$ cat src/rtl/swd_pkg.sv
// shared constants and types for the serial wire debug bit sequencer
`default_nettype none

package swd_pkg;

  localparam int MAX_BITS     = 32;
  localparam int RESET_CLOCKS = 50;

  localparam int OP_W    = 3;
  localparam int DATA_W  = 32;
  localparam int CNT_W   = 6;
  localparam int LINE_W  = 33;

  localparam logic [OP_W-1:0] OP_LINE_RESET = 3'd0;
  localparam logic [OP_W-1:0] OP_WRITE      = 3'd1;
  localparam logic [OP_W-1:0] OP_WRITE_PAR  = 3'd2;
  localparam logic [OP_W-1:0] OP_READ       = 3'd3;
  localparam logic [OP_W-1:0] OP_READ_PAR   = 3'd4;

  typedef struct packed {
    logic load;
    logic step;
  } swd_shift_ctl_t;

endpackage

`default_nettype wire

$ cat src/rtl/swd_shift_unit.sv
// shared bit shifter: serializes write bits, assembles read bits, tracks parity
`default_nettype none

module swd_shift_unit
  import swd_pkg::*;
(
  input  wire logic                  clk,
  input  wire swd_shift_ctl_t        ctl,
  input  wire logic [LINE_W-1:0]     load_data,
  output logic                       cur_bit,
  output logic                       par_cur,
  output logic                       par_nxt,
  output logic [DATA_W-1:0]          word_cur,
  output logic [DATA_W-1:0]          word_nxt
);

  logic [LINE_W-1:0] data_r;
  logic [DATA_W-1:0] pos_r;
  logic [DATA_W-1:0] word_r;
  logic              par_r;

  assign cur_bit  = data_r[0];
  assign par_cur  = par_r;
  assign par_nxt  = par_r ^ data_r[0];
  assign word_cur = word_r;
  assign word_nxt = word_r | (pos_r & {DATA_W{data_r[0]}});

  always_ff @(posedge clk) begin
    if (ctl.load) begin
      data_r <= load_data;
      pos_r  <= {{(DATA_W-1){1'b0}}, 1'b1};
      word_r <= '0;
      par_r  <= 1'b0;
    end else if (ctl.step) begin
      data_r <= {1'b0, data_r[LINE_W-1:1]};
      pos_r  <= {pos_r[DATA_W-2:0], 1'b0};
      word_r <= word_nxt;
      par_r  <= par_nxt;
    end
  end

endmodule

`default_nettype wire

$ cat src/rtl/swd_bit_sequencer.sv
// serial wire debug bit sequencer top level
//
// one command word enters on the in_ channel and produces one out_ word per
// SWCLK pulse, the final one marked by out_last. a command that makes no
// pulse (zero-bit write or read without parity and with no turnaround, or an
// undefined operation) gives a single word with every field zero except out_last.
// the sequencer emits at most one word per cycle into an output register;
// after a command is accepted the state register is loaded, and then its
// first word is registered into the output register. the shared shift unit
// serializes one bit per cycle while the output register is not held by
// out_stall. in_stall is high while a command is in progress and drops
// after its last word is loaded, so the next command can be taken while
// that word still waits in the output register. when out_stall is high and
// the output register holds a word, that word is kept and the sequencer
// waits. reset clears the sequencer, empties the output register and sets
// the line direction to host driving.
`default_nettype none

module swd_bit_sequencer
  import swd_pkg::*;
(
  input  wire logic              clk,
  input  wire logic              rst_n,
  input  wire logic              in_valid,
  output logic                   in_stall,
  input  wire logic [OP_W-1:0]   in_operation,
  input  wire logic [DATA_W-1:0] in_write_data,
  input  wire logic [CNT_W-1:0]  in_bit_count,
  input  wire logic [LINE_W-1:0] in_line_bits,
  output logic                   out_valid,
  input  wire logic              out_stall,
  output logic                   out_clock_pulse,
  output logic                   out_drive_enable,
  output logic                   out_drive_value,
  output logic                   out_turnaround_flag,
  output logic [DATA_W-1:0]      out_read_word,
  output logic                   out_parity_bad,
  output logic                   out_last
);

  localparam logic [2:0] ST_IDLE = 3'd0;
  localparam logic [2:0] ST_TURN = 3'd1;
  localparam logic [2:0] ST_DATA = 3'd2;
  localparam logic [2:0] ST_PAR  = 3'd3;
  localparam logic [2:0] ST_NONE = 3'd4;

  logic [2:0]       state_r, state_nxt;
  logic             reading_r, reading_nxt;
  logic             out_valid_r, out_valid_nxt;
  logic [OP_W-1:0]  op_r;
  logic [CNT_W-1:0] left_r, left_nxt;
  logic             par_en_r;

  logic             accept, emit;
  logic             op_ok, is_rst, is_wr, is_rd, has_par, need_turn;
  logic [CNT_W-1:0] cnt_sat, n_data;
  logic             cur_rd;

  logic             e_clk, e_den, e_dval, e_turn, e_pbad, e_last;
  logic [DATA_W-1:0] e_word;

  logic                 out_clock_pulse_r, out_drive_enable_r, out_drive_value_r;
  logic                 out_turnaround_flag_r, out_parity_bad_r, out_last_r;
  logic [DATA_W-1:0]    out_read_word_r;

  swd_shift_ctl_t    sh_ctl;
  logic [LINE_W-1:0] sh_load_data;
  logic              sh_bit, sh_par_cur, sh_par_nxt;
  logic [DATA_W-1:0] sh_word_cur, sh_word_nxt;

  assign in_stall = (state_r != ST_IDLE);
  assign accept   = in_valid && (state_r == ST_IDLE);
  assign emit     = (state_r != ST_IDLE) && (!out_valid_r || !out_stall);

  // command decode
  always_comb begin
    is_rst  = (in_operation == OP_LINE_RESET);
    is_wr   = (in_operation == OP_WRITE) || (in_operation == OP_WRITE_PAR);
    is_rd   = (in_operation == OP_READ) || (in_operation == OP_READ_PAR);
    op_ok   = is_rst || is_wr || is_rd;
    has_par = (in_operation == OP_WRITE_PAR) || (in_operation == OP_READ_PAR);
    cnt_sat = (in_bit_count > CNT_W'(MAX_BITS)) ? CNT_W'(MAX_BITS) : in_bit_count;
    if (is_rst) begin
      n_data = CNT_W'(RESET_CLOCKS);
    end else if (op_ok) begin
      n_data = cnt_sat;
    end else begin
      n_data = '0;
    end
    need_turn    = op_ok && (reading_r != is_rd);
    sh_load_data = is_rd ? in_line_bits : {1'b0, in_write_data};
  end

  assign cur_rd = (op_r == OP_READ) || (op_r == OP_READ_PAR);

  swd_shift_unit u_shift (
    .clk       (clk),
    .ctl       (sh_ctl),
    .load_data (sh_load_data),
    .cur_bit   (sh_bit),
    .par_cur   (sh_par_cur),
    .par_nxt   (sh_par_nxt),
    .word_cur  (sh_word_cur),
    .word_nxt  (sh_word_nxt)
  );

  // sequencer
  always_comb begin
    state_nxt   = state_r;
    left_nxt    = left_r;
    reading_nxt = reading_r;
    sh_ctl.load = accept;
    sh_ctl.step = 1'b0;
    e_clk  = 1'b0;
    e_den  = 1'b0;
    e_dval = 1'b0;
    e_turn = 1'b0;
    e_pbad = 1'b0;
    e_last = 1'b0;
    e_word = '0;
    unique case (state_r)
      ST_IDLE: begin
        if (accept) begin
          left_nxt = n_data;
          if (op_ok) begin
            reading_nxt = is_rd;
          end
          if (need_turn) begin
            state_nxt = ST_TURN;
          end else if (n_data != '0) begin
            state_nxt = ST_DATA;
          end else if (has_par) begin
            state_nxt = ST_PAR;
          end else begin
            state_nxt = ST_NONE;
          end
        end
      end
      ST_TURN: begin
        e_clk  = 1'b1;
        e_turn = 1'b1;
        e_last = (left_r == '0) && !par_en_r;
        if (emit) begin
          if (left_r != '0) begin
            state_nxt = ST_DATA;
          end else if (par_en_r) begin
            state_nxt = ST_PAR;
          end else begin
            state_nxt = ST_IDLE;
          end
        end
      end
      ST_DATA: begin
        e_clk  = 1'b1;
        e_last = (left_r == CNT_W'(1)) && !par_en_r;
        if (op_r == OP_LINE_RESET) begin
          e_den  = 1'b1;
          e_dval = 1'b1;
        end else if (!cur_rd) begin
          e_den  = 1'b1;
          e_dval = sh_bit;
        end else if (e_last) begin
          e_word = sh_word_nxt;
        end
        if (emit) begin
          sh_ctl.step = (op_r != OP_LINE_RESET);
          left_nxt    = left_r - CNT_W'(1);
          if (left_r == CNT_W'(1)) begin
            state_nxt = par_en_r ? ST_PAR : ST_IDLE;
          end
        end
      end
      ST_PAR: begin
        e_clk  = 1'b1;
        e_last = 1'b1;
        if (cur_rd) begin
          e_word = sh_word_cur;
          e_pbad = sh_par_nxt;
        end else begin
          e_den  = 1'b1;
          e_dval = sh_par_cur;
        end
        if (emit) begin
          state_nxt = ST_IDLE;
        end
      end
      ST_NONE: begin
        e_last = 1'b1;
        if (emit) begin
          state_nxt = ST_IDLE;
        end
      end
      default: begin
        state_nxt = ST_IDLE;
      end
    endcase
  end

  always_comb begin
    if (emit) begin
      out_valid_nxt = 1'b1;
    end else if (out_valid_r && out_stall) begin
      out_valid_nxt = 1'b1;
    end else begin
      out_valid_nxt = 1'b0;
    end
  end

  always_ff @(posedge clk) begin
    if (!rst_n) begin
      state_r     <= ST_IDLE;
      reading_r   <= 1'b0;
      out_valid_r <= 1'b0;
    end else begin
      state_r     <= state_nxt;
      reading_r   <= reading_nxt;
      out_valid_r <= out_valid_nxt;
    end
  end

  always_ff @(posedge clk) begin
    left_r <= left_nxt;
    if (accept) begin
      op_r     <= in_operation;
      par_en_r <= has_par;
    end
    if (emit) begin
      out_clock_pulse_r     <= e_clk;
      out_drive_enable_r    <= e_den;
      out_drive_value_r     <= e_dval;
      out_turnaround_flag_r <= e_turn;
      out_read_word_r       <= e_word;
      out_parity_bad_r      <= e_pbad;
      out_last_r            <= e_last;
    end
  end

  assign out_valid           = out_valid_r;
  assign out_clock_pulse     = out_clock_pulse_r;
  assign out_drive_enable    = out_drive_enable_r;
  assign out_drive_value     = out_drive_value_r;
  assign out_turnaround_flag = out_turnaround_flag_r;
  assign out_read_word       = out_read_word_r;
  assign out_parity_bad      = out_parity_bad_r;
  assign out_last            = out_last_r;

endmodule

`default_nettype wire

$ cat config.mk
export PLATFORM = sky130hd
export DESIGN_NAME = swd_bit_sequencer
export DESIGN_NICKNAME = d
export VERILOG_FILES = /design/src/rtl/swd_pkg.sv /design/src/rtl/swd_shift_unit.sv /design/src/rtl/swd_bit_sequencer.sv
export SDC_FILE = /design/constraint.sdc
export NUM_CORES = 1
export LEC_CHECK = 0
export BUFFER_PORTS_ARGS = -buffer_cell sky130_fd_sc_hd__clkbuf_2
export CORE_AREA = 4 4 114 116
export CTS_CLUSTER_SIZE = 30
export DETAILED_ROUTE_END_ITERATION = 6
export DIE_AREA = 0 0 118 120
export PLACE_DENSITY = 0.78
export SETUP_SLACK_MARGIN = 0.2
export SYNTH_ARGS = -nofsm -noshare
export SYNTH_HDL_FRONTEND = slang
export SYNTH_SLANG_ARGS = --single-unit
$ cat constraint.sdc
create_clock -name clk -period 8.95 [get_ports clk]
set_input_delay 1.79 -clock clk [delete_from_list [all_inputs] [get_ports clk]]
set_output_delay 1.79 -clock clk [all_outputs]
set_load 0.05 [all_outputs]
## Word level (Yosys, flattened, before mapping)

Cells that the tools add are included.

| storage, ports and cells | value |
|---|---|
| flip-flop bits (word level) | 151 |
| bits of input ports | 78 |
| output and inout port bits | 40 |
| logic and storage cells | 110 |

| cells by class | value |
|---|---|
| add/subtract/negate cells | 1 |
| order comparisons | 1 |
| eq/ne operators | 17 |
| muxes and demuxes | 39 |
| bitwise gates (word level) | 3 |
| reductions and logical operators | 32 |

Operator list:

| operator | count |
|---|---|
| $mux 32 | 4 |
| $mux 33 | 3 |
| $pmux 32 s2 | 1 |
| $and 32x32->32 | 1 |
| $or 32x32->32 | 1 |
| $mux 6 | 5 |
| $mux 3 | 8 |
| $eq 3x2->1 const B | 5 |
| $pmux 3 s4 | 1 |
| $pmux 6 s2 | 1 |
| $reduce_bool 6->1 | 2 |
| $mux 1 | 11 |
| $eq 3x3->1 const B | 3 |
| $logic_not 3->1 | 3 |
| $ne 2x2->1 const B | 4 |
| $logic_or 1x1->1 | 7 |
| $eq 3x1->1 const B | 2 |
| $eq 6x1->1 const B | 1 |
| $gt 6x6->1 const B | 1 |
| $logic_and 1x1->1 | 6 |
| $logic_not 6->1 | 1 |
| $reduce_and 3->1 | 2 |
| $reduce_bool 3->1 | 2 |
| $sub 6x1->6 const B | 1 |
| 12 further kinds | 17 |

## Longest topological paths before layout

Gate-level depths: netlist (run 1).

| logic depth | value |
|---|---|
| depth after elaboration | 11 |
| mapped depth | 7 |
| mapped depth without buffers | 6 |

## Modules after synthesis

A second synthesis (run 1) with hierarchy kept.

| unflattened totals | value |
|---|---|
| cell total of the unflattened synthesis | 582 |
| area total of the unflattened synthesis | 7,219.4 µm² |

By module, submodules not included:

| module | instances | cells each | area each (µm²) |
|---|---|---|---|
| swd_shift_unit | 1 | 322 | 4,095.2 |
| swd_bit_sequencer | 1 | 260 | 3,124.2 |

## Least setup slack after synthesis (run 1)

Ideal clock, no wire load.

| timing | value |
|---|---|
| path type | input-to-reg |
| from | input port out_stall |
| to | register out_clock_pulse_r, in the netlist out_clock_pulse (enable) |
| setup time | 433 ps |
| arrival | 3,736 ps |
| path slack | 4,780 ps |
| stages | 3 |
| path through | and2_1 -> clkbuf_1 -> nor2_1 |

| between the ends | value |
|---|---|
| longest elaborated chain between the ends | 3 |

Ends and longest elaborated chain:

| item | line | text |
|---|---|---|
| from (decl) | swd_bit_sequencer.sv:31 | `input wire logic out_stall,` |
| $logic_not 1->1 | swd_bit_sequencer.sv:73 | `assign emit = (state_r != ST_IDLE) && (!out_valid_r \|\| !out_stall);` |
| $logic_or 1x1->1 | swd_bit_sequencer.sv:73 |  |
| $logic_and 1x1->1 | swd_bit_sequencer.sv:73 |  |
| via emit | swd_bit_sequencer.sv:54 | `logic accept, emit;` |
| to (signal assigned) | swd_bit_sequencer.sv:228 | `out_clock_pulse_r <= e_clk;` |
| to (decl) | swd_bit_sequencer.sv:62 | `logic out_clock_pulse_r, out_drive_enable_r, out_drive_value_r;` |

The timed path passes the listed nets, and every way through them passes these cells.
A chain may end at the register's enable or synchronous reset.

## Final worst setup path (run 1)

| timing | value |
|---|---|
| from | register state_r[0] |
| to | output port in_stall |

| between the ends | value |
|---|---|
| longest elaborated chain between the ends | 1 |

Ends and longest elaborated chain:

| item | line | text |
|---|---|---|
| from (decl) | swd_bit_sequencer.sv:47 | `logic [2:0] state_r, state_nxt;` |
| from (signal assigned) | swd_bit_sequencer.sv:215 | `state_r <= state_nxt;` |
| $reduce_bool 3->1 | swd_bit_sequencer.sv:71 | `assign in_stall = (state_r != ST_IDLE);` |
| to (decl) | swd_bit_sequencer.sv:25 | `output logic in_stall,` |

Every way passes these cells.

==> results.md, run 1 <==
- The warning count from the yosys run is 0.
- The CTS tree is yes.
- The first-pass iteration count of the detailed router is 5.
- The most frequent standard cell in the layout excluding fill and tap cells is sky130_fd_sc_hd__clkbuf_2.
- 0 antenna diodes ended up in the layout.
- Entering global routing, the biggest net connects 71 pins.
- The via count of the first global-routing pass is 4827.
- The number of nets in the synthesized netlist is 714.
- For the worst setup path, the data required time is 7.16 ns.
- The internal portion of the total power is 1.34 mW.
- In this run the core area contains 40 standard-cell rows.
- The flow ran to the end, and the final reports show no timing, DRC or antenna violations.
- The remaining design rule violation count is 0.
- In this run the cell area of the synthesized design comes to 6530 um2.
- The signed area change from the synthesized netlist to the final layout is 17.6%.
- The insertion delay of the later-clocked pin in the worst-skew pair is 0.42 ns.
- The count of nets after finishing is 813.
- The height of the chip is 120 um.
- The maximum buffer depth of the clock tree is 2.
- OpenSTA, run right after detailed placement, puts the worst setup slack at 5.15 ns.
- The minimum clock period is 3.72 ns.
- The hold violation count in the final report is 0.
- Setup repair after global routing left no endpoint under its margin.
- After the first detailed-routing iteration, the DRC count stood at 414.
- The critical path is of the reg -> out type.
- For this design, the CTS-stage hold fixing added 0 buffers.
- The tightest min-delay check is of the reg -> reg type.
- Synthesis inferred 151 register bits.
- After clock tree synthesis, the setup repair step added 0 buffers.
- The worst setup path is captured at an output port.
- The peak ir drop on the vdd network is 0.120 mV.
- Setup slack closes at 5.23 ns.
- The final number of max-transition violations is 0.
- The count of nets left with antenna violations once routing finished came out at 0.
- Yosys attributes the largest share of cell area to sky130_fd_sc_hd__edfxtp_1, sky130_fd_sc_hd__dfxtp_1, sky130_fd_sc_hd__nand2_1, sky130_fd_sc_hd__mux2i_1, sky130_fd_sc_hd__a21oi_1.
- The die extent in x is 118 um.
- Across the routed clock network, the largest skew measured is 0.0114 ns.
- The maximum fanout along the worst path is 20.
- The power per unit of standard cell area is 251 nW/um2.
- In this run, synthesis inferred 81 flip-flops with an integrated enable.
- The power after layout is 1.93 mW.
- The number of antenna violations at the first check in global routing is 0.
- In the final routed layout, each cell accounts on average for 15.2 um.
- The first global-routing pass estimated 22700 um of wire.
- For this design the total switching power over the nets is 0.591 mW.
- The clock root buffer is sky130_fd_sc_hd__clkbuf_16.
- The die covers 14200 um2.
- The overall track demand over capacity in global routing is 19.7%.
- Setup violations remaining at the end of the flow were counted as 0.
- In this run, post-CTS repair resized a total of 0 instances.
- The dominant synthesized flop cell is sky130_fd_sc_hd__edfxtp_1.
- Port buffering added 117 buffers.
- The fraction of registers with async set/reset is 0%.
- Combinational logic burns 18.7% of the power.
- The core footprint is 11900 um2.
- The ratio of final minimum period to clock period is 41.6%.
- Counting every instance in the synthesized netlist gives 634.
- The fraction of power consumed by the clock network is 35.5%.
- In the layout the commonest cells are sky130_fd_sc_hd__clkbuf_2, sky130_fd_sc_hd__nand2_1, sky130_fd_sc_hd__edfxtp_1.
- For this run, the register share of the synthesized area comes to 58.7%.
- The worst setup path is launched from a flip-flop.
- Derived from the worst setup path, the maximum achievable clock frequency is 269 MHz.
- The data arrival time of the critical path is 1.93 ns.
- After synthesis, the netlist uses 54 different library cells.
- The proportion of netlist area held by the largest area contributor is 37.3%.
- The accumulated negative setup slack is 0 ns.
- The fraction of power consumed by sequential logic is 45.7%.
- The number of I/O pins is 118.
- Using the TritonRoute via totals, the vias-per-cell ratio works out to 5.63.
- The ratio of cells with drive above 1 in the final layout is 22.7%.
- The worst max-slew margin expressed relative to the limit is 22.6%.
- The routability-driven placement congestion ratio is 0.900.
- After clock tree synthesis, the clock-pin slew on the worst setup and hold paths is 0.06 ns.
- The number of sinks driven by the clock tree is 151.
- The fraction of power spent switching nets is 30.6%.
- For this block, the routed nets add up to 13600 um of wire.
- Counting the fill cells in the layout gives 928.
- Summed over all instances, the cell type with the most area after synthesis is sky130_fd_sc_hd__edfxtp_1.
- Summed over all layers, the global routing overflow is 0.
- At the pin with the least slew margin, the transition time is 1.16 ns.
- The number of maximum-capacitance violations is 0.
- The routed layout has 5032 vias.
- The estimated wirelength of the detail-placed design is 8890 um.
- Summed over all cells, the static leakage comes to 2.91 nW.
- The initial standard-cell utilization of the core is 54.8%.
- The synthesized area per cell is 10.3 um2.
- The H-tree was split into 4 levels.
- The number of buffers added by the clock tree synthesis step is 17.
[cell families after synthesis]
| logic type | Yosys count | synth area share (%) |
|---|---|---|
| XOR/XNOR | 8 | 1.07 |
| AND/OR/NAND/NOR | 217 | 14.3 |
| multiplexers | 37 | 5.87 |
| AO/OA/AOI/OAI | 163 | 14.5 |
| flip-flops | 151 | 58.7 |
| adder cells (fa/ha/maj) | 5 | 0.843 |
| buffers and inverters | 53 | 4.70 |
[metal layers]
layer	part of all wire, %	wire, um	global-route usage, %
met2	49	6680	33.0
met5	0	0	0
met3	6.8	931	4.71
met4	1.6	221	7.33
met1	42	5770	25.1
[critical path: stages (launching register included)]
cell	delay [ns]
sky130_fd_sc_hd__dfxtp_1	0.53
sky130_fd_sc_hd__nor3_2	0.56
sky130_fd_sc_hd__inv_1	0.15
sky130_fd_sc_hd__clkbuf_2	0.27
[layout make-up]
cell class                      instances  area, um2  area share [%]
Clock buffer                           20        458            5.96
Inverter                                8       30.0           0.391
Clock inverter                         12        119            1.55
Multi-Input combinational cell        430       2410            31.4
Sequential cell                       151       3830            49.9
Timing Repair Buffer                  125        646            8.41
Tap cell                              147        184            2.40
[sequential cells by signal, summed over array words and instances (netlist names), 3 cells and up]
register          flops
u_shift.data_r       33
op_r                  3
u_shift.word_cur     32
state_r               3
out_read_word        32
u_shift.pos_r        32
left_r                6
[path summary, 6_finish.rpt]
kind                                  endpoint  slack, ns  depth (start not counted)                               from
max                                   in_stall       5.23                          3            state_r[0]$_SDFFE_PN0P_
min          u_shift.word_cur[19]$_SDFFE_PP0P_       0.47                          2  u_shift.word_cur[19]$_SDFFE_PP0P_
max reg2reg        u_shift.data_r[0]$_DFFE_PP_       5.92                          5            state_r[1]$_SDFFE_PN0P_
min reg2reg  u_shift.word_cur[19]$_SDFFE_PP0P_       0.47                          2  u_shift.word_cur[19]$_SDFFE_PP0P_
[Yosys cell counts (2+ instances only)]
cell type	count
sky130_fd_sc_hd__a21boi_0	4
sky130_fd_sc_hd__a21oi_1	69
sky130_fd_sc_hd__a311oi_1	2
sky130_fd_sc_hd__a31oi_1	33
sky130_fd_sc_hd__buf_2	16
sky130_fd_sc_hd__buf_4	5
sky130_fd_sc_hd__buf_6	9
sky130_fd_sc_hd__clkbuf_1	14
sky130_fd_sc_hd__dfxtp_1	70
sky130_fd_sc_hd__edfxtp_1	81
sky130_fd_sc_hd__ha_1	2
sky130_fd_sc_hd__inv_1	8
sky130_fd_sc_hd__maj3_1	3
sky130_fd_sc_hd__mux2i_1	36
sky130_fd_sc_hd__nand2_1	112
sky130_fd_sc_hd__nand2b_1	2
sky130_fd_sc_hd__nand3_1	3
sky130_fd_sc_hd__nand4b_1	2
sky130_fd_sc_hd__nor2_1	75
sky130_fd_sc_hd__nor3_1	3
sky130_fd_sc_hd__nor3_2	2
sky130_fd_sc_hd__nor3_4	2
sky130_fd_sc_hd__nor4_1	4
sky130_fd_sc_hd__o21ai_0	34
sky130_fd_sc_hd__o21ai_1	4
sky130_fd_sc_hd__o22ai_1	3
sky130_fd_sc_hd__o31ai_1	2
sky130_fd_sc_hd__or3_1	2
sky130_fd_sc_hd__xnor2_1	5
sky130_fd_sc_hd__xor2_1	3
[metrics by stage]
stage | std cells | hold WS [ns] | util (%) | instance area, um2
CTS | 893 | 0.472 | 64.5 | 7680
floorplan | 634 | 0.437 | - | 6530
finish | 893 | 0.468 | 64.5 | 7680
detailed placement | 861 | 0.454 | 59.6 | 7100
global placement | 861 | 0.447 | 59.6 | 7100
global route | 893 | 0.483 | 64.5 | 7680
[power by group through the flow]
stage / sequential [mW] / combinational, mW / clock [mW]
2_1_floorplan: 0.981 / 0.187 / 0
3_3_place_gp: 0.892 / 0.351 / 0
3_5_place_dp: 0.896 / 0.362 / 0
4_1_cts: 0.883 / 0.363 / 0.693
5_1_grt: 0.891 / 0.395 / 0.724
6_report: 0.882 / 0.362 / 0.686
Note: power is estimated with default switching activity, not from simulation.
==> run 2, diff against run 1 <==
==> constraint.sdc (replaced) <==
create_clock -name clk -period 3.9 [get_ports clk]
set_input_delay 0.78 -clock clk [delete_from_list [all_inputs] [get_ports clk]]
set_output_delay 0.78 -clock clk [all_outputs]
set_load 0.05 [all_outputs]
==> run 2 against run 1 <==
  * Die area unchanged
  * Sequential power increased by 130%
  * Combinational power increased by 130%
  * Critical path depth increased by 2
  * Sequential cell count unchanged
  * First-iteration DRC count decreased by 23%
  * Non-clock buffer count increased by 2
  * Routed wire length decreased by 2.5%
  * Via count decreased by 2.4%
==> results.md, run 2 (synthesis gave the netlist of run 1 again) <==
- Outcome: completed (unchanged).
- The total of hold buffers inserted after clock tree synthesis is 0 (unchanged).
- The post-cts sizing count was 0 (unchanged).
- The total congestion overflow after global routing is 0 (unchanged).
- The most frequent standard cell in the layout excluding fill and tap cells is sky130_fd_sc_hd__clkbuf_2 (unchanged).
- The number of flip-flops under the largest register name was 33 (unchanged).
- The CTS tree is yes (unchanged).
- The peak ir drop on the vdd network is 0.304 mV (was 0.120 mV).
- The count of vias placed by the detailed router was 4912 (was 5032).
- The number of setup buffers added after CTS was 0 (unchanged).
- The static leakage is 2.92 nW (was 2.91 nW).
- The launching element type of the critical path was a flip-flop (unchanged).
- The clock root buffer was sky130_fd_sc_hd__clkbuf_16 (unchanged).
- The count of buffers inserted at the top-level ports was 117 (unchanged).
- The maximum fanout along the worst path is 33 (was 20).
- Commonest non-fill, non-tap cells in the layout: sky130_fd_sc_hd__clkbuf_2, sky130_fd_sc_hd__nand2_1, sky130_fd_sc_hd__edfxtp_1 (unchanged).
- The row count is 40 (unchanged).
- The via count of the first global-routing pass came to 4687 (was 4827).
- The largest register by flop count is u_shift.data_r (unchanged).
- The filler cell count is 909 (was 928).
- The aggregate routed wire length is 13300 um (was 13600 um).
- The count of nets after finishing is 815 (was 813).
- The via-per-instance ratio is 5.49 (was 5.63).
- The worst clock skew on the final layout was 0.0117 ns (was 0.0114 ns).
- The accumulated negative setup slack was 0 ns (unchanged).
- The nature of the critical path endpoint is a flip-flop (was output port).
- The H-tree level count is 4 (unchanged).
- The type of the setup path with the least slack is reg -> reg (was reg -> out).
- The number of buffers added by the clock tree synthesis step is 17 (unchanged).
- The final number of max-transition violations is 0 (unchanged).
- The maximum clock frequency is 350 MHz.
- The overall track demand over capacity in global routing is 19.1% (was 19.7%).
- The number of setup violations in the final report is 0 (unchanged).
- The number of antenna violations at the first check in global routing is 0 (unchanged).
- The insertion delay of the later-clocked pin in the worst-skew pair came to 0.42 ns (about the same).
- The final routed wire length divided by cell count was 14.8 um (was 15.2 um).
- The hold violation count in the final report is 0 (unchanged).
- The DRC violation total after the first TritonRoute iteration is 320 (was 414).
- The estimated wirelength of the detail-placed design came to 8860 um (was 8890 um).
- The first-pass GRT wire length is 22100 um (was 22700 um).
- The data arrival time of the critical path is 2.92 ns (was 1.93 ns).
- The type of the worst min-delay path was reg -> reg (unchanged).
- The actual slew at the worst max-slew pin is 1.05 ns (was 1.16 ns).
- The die area came to 14200 um2 (unchanged).
- The number of maximum-capacitance violations is 0 (unchanged).
- The maximum buffer depth of the clock tree came to 2 (unchanged).
- The number of sinks driven by the clock tree is 151 (unchanged).
- The height of the chip was 120 um (unchanged).
- Dividing the final minimum period by the clock period gives 73.2%.
- The post-route core utilization is 64.6% (was 64.5%).
- The core footprint is 11900 um2 (unchanged).
- The final antenna-violating net count is 0 (unchanged).
- The initial standard-cell utilization of the core was 54.8% (unchanged).
- The worst max-slew margin expressed relative to the limit came to 29.9% (was 22.6%).
- The largest net degree at the start of global routing came to 45 (was 71).
- The worst endpoint required time is 3.97 ns (was 7.16 ns).
- The worst path needs 2.85 ns of the cycle, external delays included.
- The number of I/O pins is 118 (unchanged).
- The diode insertion count for antenna repair was 0 (unchanged).
- The first-pass iteration count of the detailed router came to 5 (unchanged).
- The routability-driven placement congestion ratio is 0.882 (was 0.900).
- The remaining design rule violation count came to 0 (unchanged).
- The die extent in x came to 118 um (unchanged).
- The signed area change from the synthesized netlist to the final layout is 17.9% (was 17.6%).
- The ratio of cells with drive above 1 in the final layout is 23.0% (was 22.7%).
- The power per unit of standard cell area is 578 nW/um2 (was 251 nW/um2).
- Unrepaired setup endpoints after global routing: no (unchanged).
- The register clock-pin slew on the reported worst setup and hold paths came to 0.06 ns (about the same).
-- run 2: cell count changes in the layout (fill, tap and decap cells not counted), sizes merged --
cell / change
clkbuf: -2
buf: +2
clkinv: -2
inv: +4
-- run 2: worst max-delay path: stages, from the launching register on --
cell                      delay (ns)
sky130_fd_sc_hd__dfxtp_1        0.69
sky130_fd_sc_hd__or3b_1         0.63
sky130_fd_sc_hd__or3_1          0.45
sky130_fd_sc_hd__buf_4          0.25
sky130_fd_sc_hd__nand2_1        0.10
sky130_fd_sc_hd__buf_4          0.37
-- run 2: stage by stage --
stage          power [mW]  setup slack [ns]  cell area (um2)  std cells  hold slack, ns
4_1_cts              4.47              1.07             7690        895           0.471
3_5_place_dp         2.89              1.08             7120        863           0.455
5_1_grt              4.62             0.810             7690        895           0.488
3_3_place_gp         2.85              1.18             7120        863           0.448
6_report             4.44              1.05             7690        895           0.467
2_1_floorplan        2.68             0.740             6530        634           0.437
-- run 2: layer usage --
metal	track usage (%)	up-vias	wire length (um)
met5	0	-	0
met2	31.4	173	6390
met1	24.4	2263	5860
met3	5.47	9	884
met4	6.23	0	126
li1	-	2467	-
-- run 2: final timing paths --
kind,startpoint,to,slack [ns],depth (start not counted)
max reg2reg,state_r[1]$_SDFFE_PN0P_,u_shift.data_r[1]$_DFFE_PP_,1.05,5
min,u_shift.word_cur[3]$_SDFFE_PP0P_,u_shift.word_cur[3]$_SDFFE_PP0P_,0.47,2
max,state_r[1]$_SDFFE_PN0P_,u_shift.data_r[1]$_DFFE_PP_,1.05,5
min reg2reg,u_shift.word_cur[3]$_SDFFE_PP0P_,u_shift.word_cur[3]$_SDFFE_PP0P_,0.47,2
-- run 2: power breakdown --
part	internal, mW	leakage (nW)	switching [mW]
sequential	1.93	1.36	0.0888
clock	0.912	0.280	0.678
combinational	0.219	1.28	0.614
total	3.06	2.92	1.38
-- run 2: layout make-up --
type,instances,area (um2),area share [%]
multi-input cells,430,2410,31.3
repair buffers,127,661,8.59
clock inverters,14,139,1.81
well taps,147,184,2.39
clock buffers,18,439,5.71
inverters,8,30.0,0.390
flip-flops and latches,151,3830,49.8
==> run 3, diff against run 2 <==
--- a/config.mk
+++ b/config.mk
@@ -5,12 +5,13 @@
 export SDC_FILE = /design/constraint.sdc
 export NUM_CORES = 1
 export LEC_CHECK = 0
+export ABC_AREA = 1
 export BUFFER_PORTS_ARGS = -buffer_cell sky130_fd_sc_hd__clkbuf_2
-export CORE_AREA = 4 4 114 116
+export CORE_AREA = 4 4 121 123
 export CTS_CLUSTER_SIZE = 30
 export DETAILED_ROUTE_END_ITERATION = 6
-export DIE_AREA = 0 0 118 120
-export PLACE_DENSITY = 0.78
+export DIE_AREA = 0 0 125 127
+export PLACE_DENSITY = 0.75
 export SETUP_SLACK_MARGIN = 0.2
 export SYNTH_ARGS = -nofsm -noshare
 export SYNTH_HDL_FRONTEND = slang
==> constraint.sdc (replaced) <==
create_clock -name clk -period 2.48 [get_ports clk]
set_input_delay 0.496 -clock clk [delete_from_list [all_inputs] [get_ports clk]]
set_output_delay 0.496 -clock clk [all_outputs]
set_load 0.05 [all_outputs]
==> run 3 against run 2 <==
  * Via count up 8.3%
  * Clock skew down 0.0049 ns
  * Utilization down 6.4 points
  * Critical endpoint is now u_shift.data_r[10]$_DFFE_PP_
  * First-iteration DRC count up 34%
  * Sequential cell count unchanged
  * Cell count up 14%
  * Global-route usage down 0.67 points
  * Clock-buffer cell count up 3
  * Fmax up 40%
  * Clock power up 55%
  * Sequential power up 110%
  * Worst hold slack worse by 0.12 ns
==> results.md, run 3 <==
- The design internal power is 6.23 mW (was 3.06 mW).
- Cells along the critical path: nor2_2, inv_2, nor2_4, inv_2, nor2_4, inv_2, nand2_2, buf_4 (was or3b_1, or3_1, buf_4, nand2_1, buf_4).
- The height of the chip was 127 um (was 120 um).
- The launching element type of the critical path is a flip-flop (unchanged).
- The signed area change from the synthesized netlist to the final layout is 18.7% (was 17.9%).
- The maximum buffer depth of the clock tree is 2 (unchanged).
- The maximum clock frequency came to 492 MHz (was 350 MHz).
- The DRC violation total after the first TritonRoute iteration is 430 (was 320).
- The number of flip-flops under the largest register name is 33 (unchanged).
- The ratio of cells with drive above 1 in the final layout is 25.7% (was 23.0%).
- The estimated wirelength of the detail-placed design is 9180 um (was 8860 um).
- The number of buffer and inverter stages on the critical path is 4 (was 2).
- The total congestion overflow after global routing came to 0 (unchanged).
- The master of the slowest instance on the critical path is sky130_fd_sc_hd__buf_4 (was sky130_fd_sc_hd__dfxtp_1).
- The final number of max-transition violations came to 0 (unchanged).
- The die extent in x is 125 um (was 118 um).
- The fraction of power consumed by the clock network was 23.4% (was 35.8%).
- The worst max-slew margin expressed relative to the limit is 56.6% (was 29.9%).
- The final antenna-violating net count was 0 (unchanged).
- The nature of the critical path endpoint is a flip-flop (unchanged).
- The number of maximum-capacitance violations was 0 (unchanged).
- The number of setup buffers added after CTS is 0 (unchanged).
- Synth top cells by count: sky130_fd_sc_hd__nor2_1, sky130_fd_sc_hd__o21ai_0, sky130_fd_sc_hd__edfxtp_1 (was sky130_fd_sc_hd__nand2_1, sky130_fd_sc_hd__edfxtp_1, sky130_fd_sc_hd__nor2_1).
- The most frequent cell after synthesis is sky130_fd_sc_hd__nor2_1 (was sky130_fd_sc_hd__nand2_1).
- The netlist area before placement is 6700 um2 (was 6530 um2).
- The core footprint was 13700 um2 (was 11900 um2).
- The number of sinks driven by the clock tree is 151 (unchanged).
- The fraction of power spent switching nets is 40.8% (was 31.1%).
- The filler cell count is 1235 (was 909).
- The overall track demand over capacity in global routing is 18.4% (was 19.1%).
- Outcome: completed (unchanged).
- The dominant synthesized flop cell is sky130_fd_sc_hd__edfxtp_1 (unchanged).
- The post-synthesis adder-cell area fraction is 0.374% (was 0.843%).
- The stage delay of the slowest cell on the critical path came to 0.38 ns (was 0.69 ns).
- The accumulated negative setup slack is 0 ns (unchanged).
- The minimum clock period is 2.03 ns (was 2.85 ns).
- The type of the worst min-delay path is in -> reg (was reg -> reg).
- The total of hold buffers inserted after clock tree synthesis is 0 (unchanged).
- The count of vias placed by the detailed router is 5319 (was 4912).
- The simple-gate portion of the synthesized area is 21.6% (was 14.3%).
- The part of the Yosys area used for sequential elements was 57.3% (was 58.7%).
- The warning count from the yosys run is 0 (unchanged).
- The share of power burned in combinational logic is 36.9% (was 18.7%).
- The count of nets after finishing is 907 (was 815).
- The final routed wire length divided by cell count came to 14.0 um (was 14.8 um).
- The first-pass GRT wire length is 24100 um (was 22100 um).
- Unrepaired setup endpoints after global routing: no (unchanged).
- The initial standard-cell utilization of the core is 49.0% (was 54.8%).
- The data arrival time of the critical path is 2.11 ns (was 2.92 ns).
- The first-pass iteration count of the detailed router came to 5 (unchanged).
- The H-tree level count came to 4 (unchanged).
- The insertion delay of the later-clocked pin in the worst-skew pair is 0.42 ns (about the same).
- The proportion of netlist area held by the largest area contributor is 36.3% (was 37.3%).
- The post-synthesis cell type with the largest combined area is sky130_fd_sc_hd__edfxtp_1 (unchanged).
- The via count of the first global-routing pass is 5189 (was 4687).
- The register clock-pin slew on the reported worst setup and hold paths is 0.06 ns (about the same).
- Ranking of synthesized cells by area: sky130_fd_sc_hd__edfxtp_1, sky130_fd_sc_hd__dfxtp_1, sky130_fd_sc_hd__nor2_1, sky130_fd_sc_hd__o21ai_0, sky130_fd_sc_hd__nor3_2 (was sky130_fd_sc_hd__edfxtp_1, sky130_fd_sc_hd__dfxtp_1, sky130_fd_sc_hd__nand2_1, sky130_fd_sc_hd__mux2i_1, sky130_fd_sc_hd__a21oi_1).
- The clock root buffer is sky130_fd_sc_hd__clkbuf_16 (unchanged).
- The worst endpoint required time is 2.55 ns (was 3.97 ns).
- The actual slew at the worst max-slew pin is 0.650 ns (was 1.05 ns).
- The aggregate routed wire length is 14300 um (was 13300 um).
- The synthesized instance count is 722 (was 634).
- The static leakage is 3.18 nW (was 2.92 nW).
- The most frequent standard cell in the layout excluding fill and tap cells is sky130_fd_sc_hd__nor2_1 (was sky130_fd_sc_hd__clkbuf_2).
- The number of antenna violations at the first check in global routing is 0 (unchanged).
- The remaining design rule violation count came to 0 (unchanged).
- The xor-xnor portion of the synthesized cell area is 0.654% (was 1.07%).
- The total of flip-flops plus latches after synthesis was 151 (unchanged).
- The post-route core utilization is 58.1% (was 64.6%).
- The count of different cell masters after synthesis is 33 (was 54).
- The peak ir drop on the vdd network is 0.499 mV (was 0.304 mV).
- The count of buffers inserted at the top-level ports is 117 (unchanged).
- The fraction of power consumed by sequential logic is 39.6% (was 45.5%).
- The compound-cell area share of the yosys netlist is 14.8% (was 14.5%).
- The synthesized area per cell came to 9.27 um2 (was 10.3 um2).
- The number of I/O pins is 118 (unchanged).
- The maximum fanout along the worst path is 35 (was 33).
- The most frequent cell on the critical path is sky130_fd_sc_hd__inv_2 (was sky130_fd_sc_hd__buf_4).
- The largest net degree at the start of global routing is 70 (was 45).
- The row count came to 43 (was 40).
- The diode insertion count for antenna repair was 0 (unchanged).
- The CTS tree is yes (unchanged).
- The final cell count without fillers is 1020 (was 895).
- The post-cts sizing count came to 0 (unchanged).
- The kind of cell with the highest combined delay on the critical path was buffers and inverters (was simple AND/OR/NAND/NOR gates).
- The placed instance count was 988 (was 863).
- The net switching component of the power is 4.30 mW (was 1.38 mW).
- The die area is 15900 um2 (was 14200 um2).
- The largest register by flop count is u_shift.data_r (unchanged).
- The hold violation count in the final report is 0 (unchanged).
- The power per unit of standard cell area was 1330 nW/um2 (was 578 nW/um2).
- The number of enable-type register cells in the synthesized netlist is 81 (unchanged).
- The number of buffers added by the clock tree synthesis step came to 17 (unchanged).
- The via-per-instance ratio is 5.21 (was 5.49).
- The share of synthesized area spent on multiplexers is 0% (was 5.87%).
- The ratio of final minimum period to clock period is 82.0% (was 73.2%).
- The type of the setup path with the least slack is reg -> reg (unchanged).
- The routability-driven placement congestion ratio is 0.848 (was 0.882).
- The number of nets in the synthesized netlist is 802 (was 714).
- Commonest non-fill, non-tap cells in the layout: sky130_fd_sc_hd__nor2_1, sky130_fd_sc_hd__clkbuf_2, sky130_fd_sc_hd__o21ai_0 (was sky130_fd_sc_hd__clkbuf_2, sky130_fd_sc_hd__nand2_1, sky130_fd_sc_hd__edfxtp_1).
- The number of setup violations in the final report is 0 (unchanged).
- The fraction of registers with async set/reset is 0% (unchanged).
- The largest family of logic cells by synthesized area is simple AND/OR/NAND/NOR gates (was compound AO/OA/AOI/OAI gates).
- The worst clock skew on the final layout is 0.00681 ns (was 0.0117 ns).
[run 3: final timing paths]
kind / startpoint / end / slack, ns / depth (start not counted)
max: state_r[0]$_SDFFE_PN0P_ / u_shift.data_r[10]$_DFFE_PP_ / 0.45 / 8
min reg2reg: u_shift.pos_r[0]$_SDFFE_PP1P_ / u_shift.pos_r[1]$_SDFFE_PP0P_ / 0.48 / 2
max reg2reg: state_r[0]$_SDFFE_PN0P_ / u_shift.data_r[10]$_DFFE_PP_ / 0.45 / 8
min: in_operation[2] / op_r[2]$_DFFE_PP_ / 0.35 / 1
[run 3: power groups by stage]
| stage | Clock (mW) | Combinational [mW] | Sequential, mW |
|---|---|---|---|
| after global routing | 2.62 | 4.26 | 4.28 |
| after floorplan | 0 | 1.95 | 5.31 |
| after detailed placement | 0 | 3.93 | 4.21 |
| after CTS | 2.51 | 3.93 | 4.18 |
| final | 2.47 | 3.89 | 4.17 |
| after global placement | 0 | 3.85 | 4.22 |
[run 3: logic make-up (layout without fill, tap and decap cells)]
kind of cell | count (synthesis) | in the layout
DFF | 151 | 151
and+or+nand+nor | 299 | 299
adders and majority gates | 2 | 2
AOI/OAI and AO/OA | 192 | 192
buffers and inverters | 73 | 191
xor gates and xnor gates | 5 | 5
[run 3: area by class of cell]
class / instances / area [um2] / area share (%)
flip-flops and latches: 151 / 3830 / 48.2
multi-input cells: 498 / 2520 / 31.7
repair buffers: 130 / 696 / 8.75
clock buffers: 21 / 460 / 5.79
well taps: 180 / 225 / 2.83
inverters: 29 / 109 / 1.37
clock inverters: 11 / 106 / 1.34
[run 3: through the flow]
step                setup WS (ns)  total power, mW  cell area, um2  hold slack [ns]
global route                0.273             11.2            7950            0.366
finish                      0.446             10.5            7950            0.349
detailed placement          0.447             8.14            7380            0.477
floorplan                   0.318             7.27            6700            0.439
global placement            0.464             8.06            7380            0.464
CTS                         0.435             10.6            7950            0.333
[run 3: worst reg2reg max path, cell delays in order, from the launching register on]
cell and delay [ns]:
sky130_fd_sc_hd__dfxtp_1 0.33, sky130_fd_sc_hd__nor2_2 0.15, sky130_fd_sc_hd__inv_2 0.07, sky130_fd_sc_hd__nor2_4 0.16
sky130_fd_sc_hd__inv_2 0.09, sky130_fd_sc_hd__nor2_4 0.13, sky130_fd_sc_hd__inv_2 0.23, sky130_fd_sc_hd__nand2_2 0.14
sky130_fd_sc_hd__buf_4 0.38
[run 3: routing by layer]
| layer | track usage, % | wire [um] |
|---|---|---|
| met5 | 0 | 0 |
| met4 | 6.70 | 225 |
| met3 | 4.18 | 851 |
| met2 | 30.8 | 6730 |
| met1 | 23.6 | 6460 |
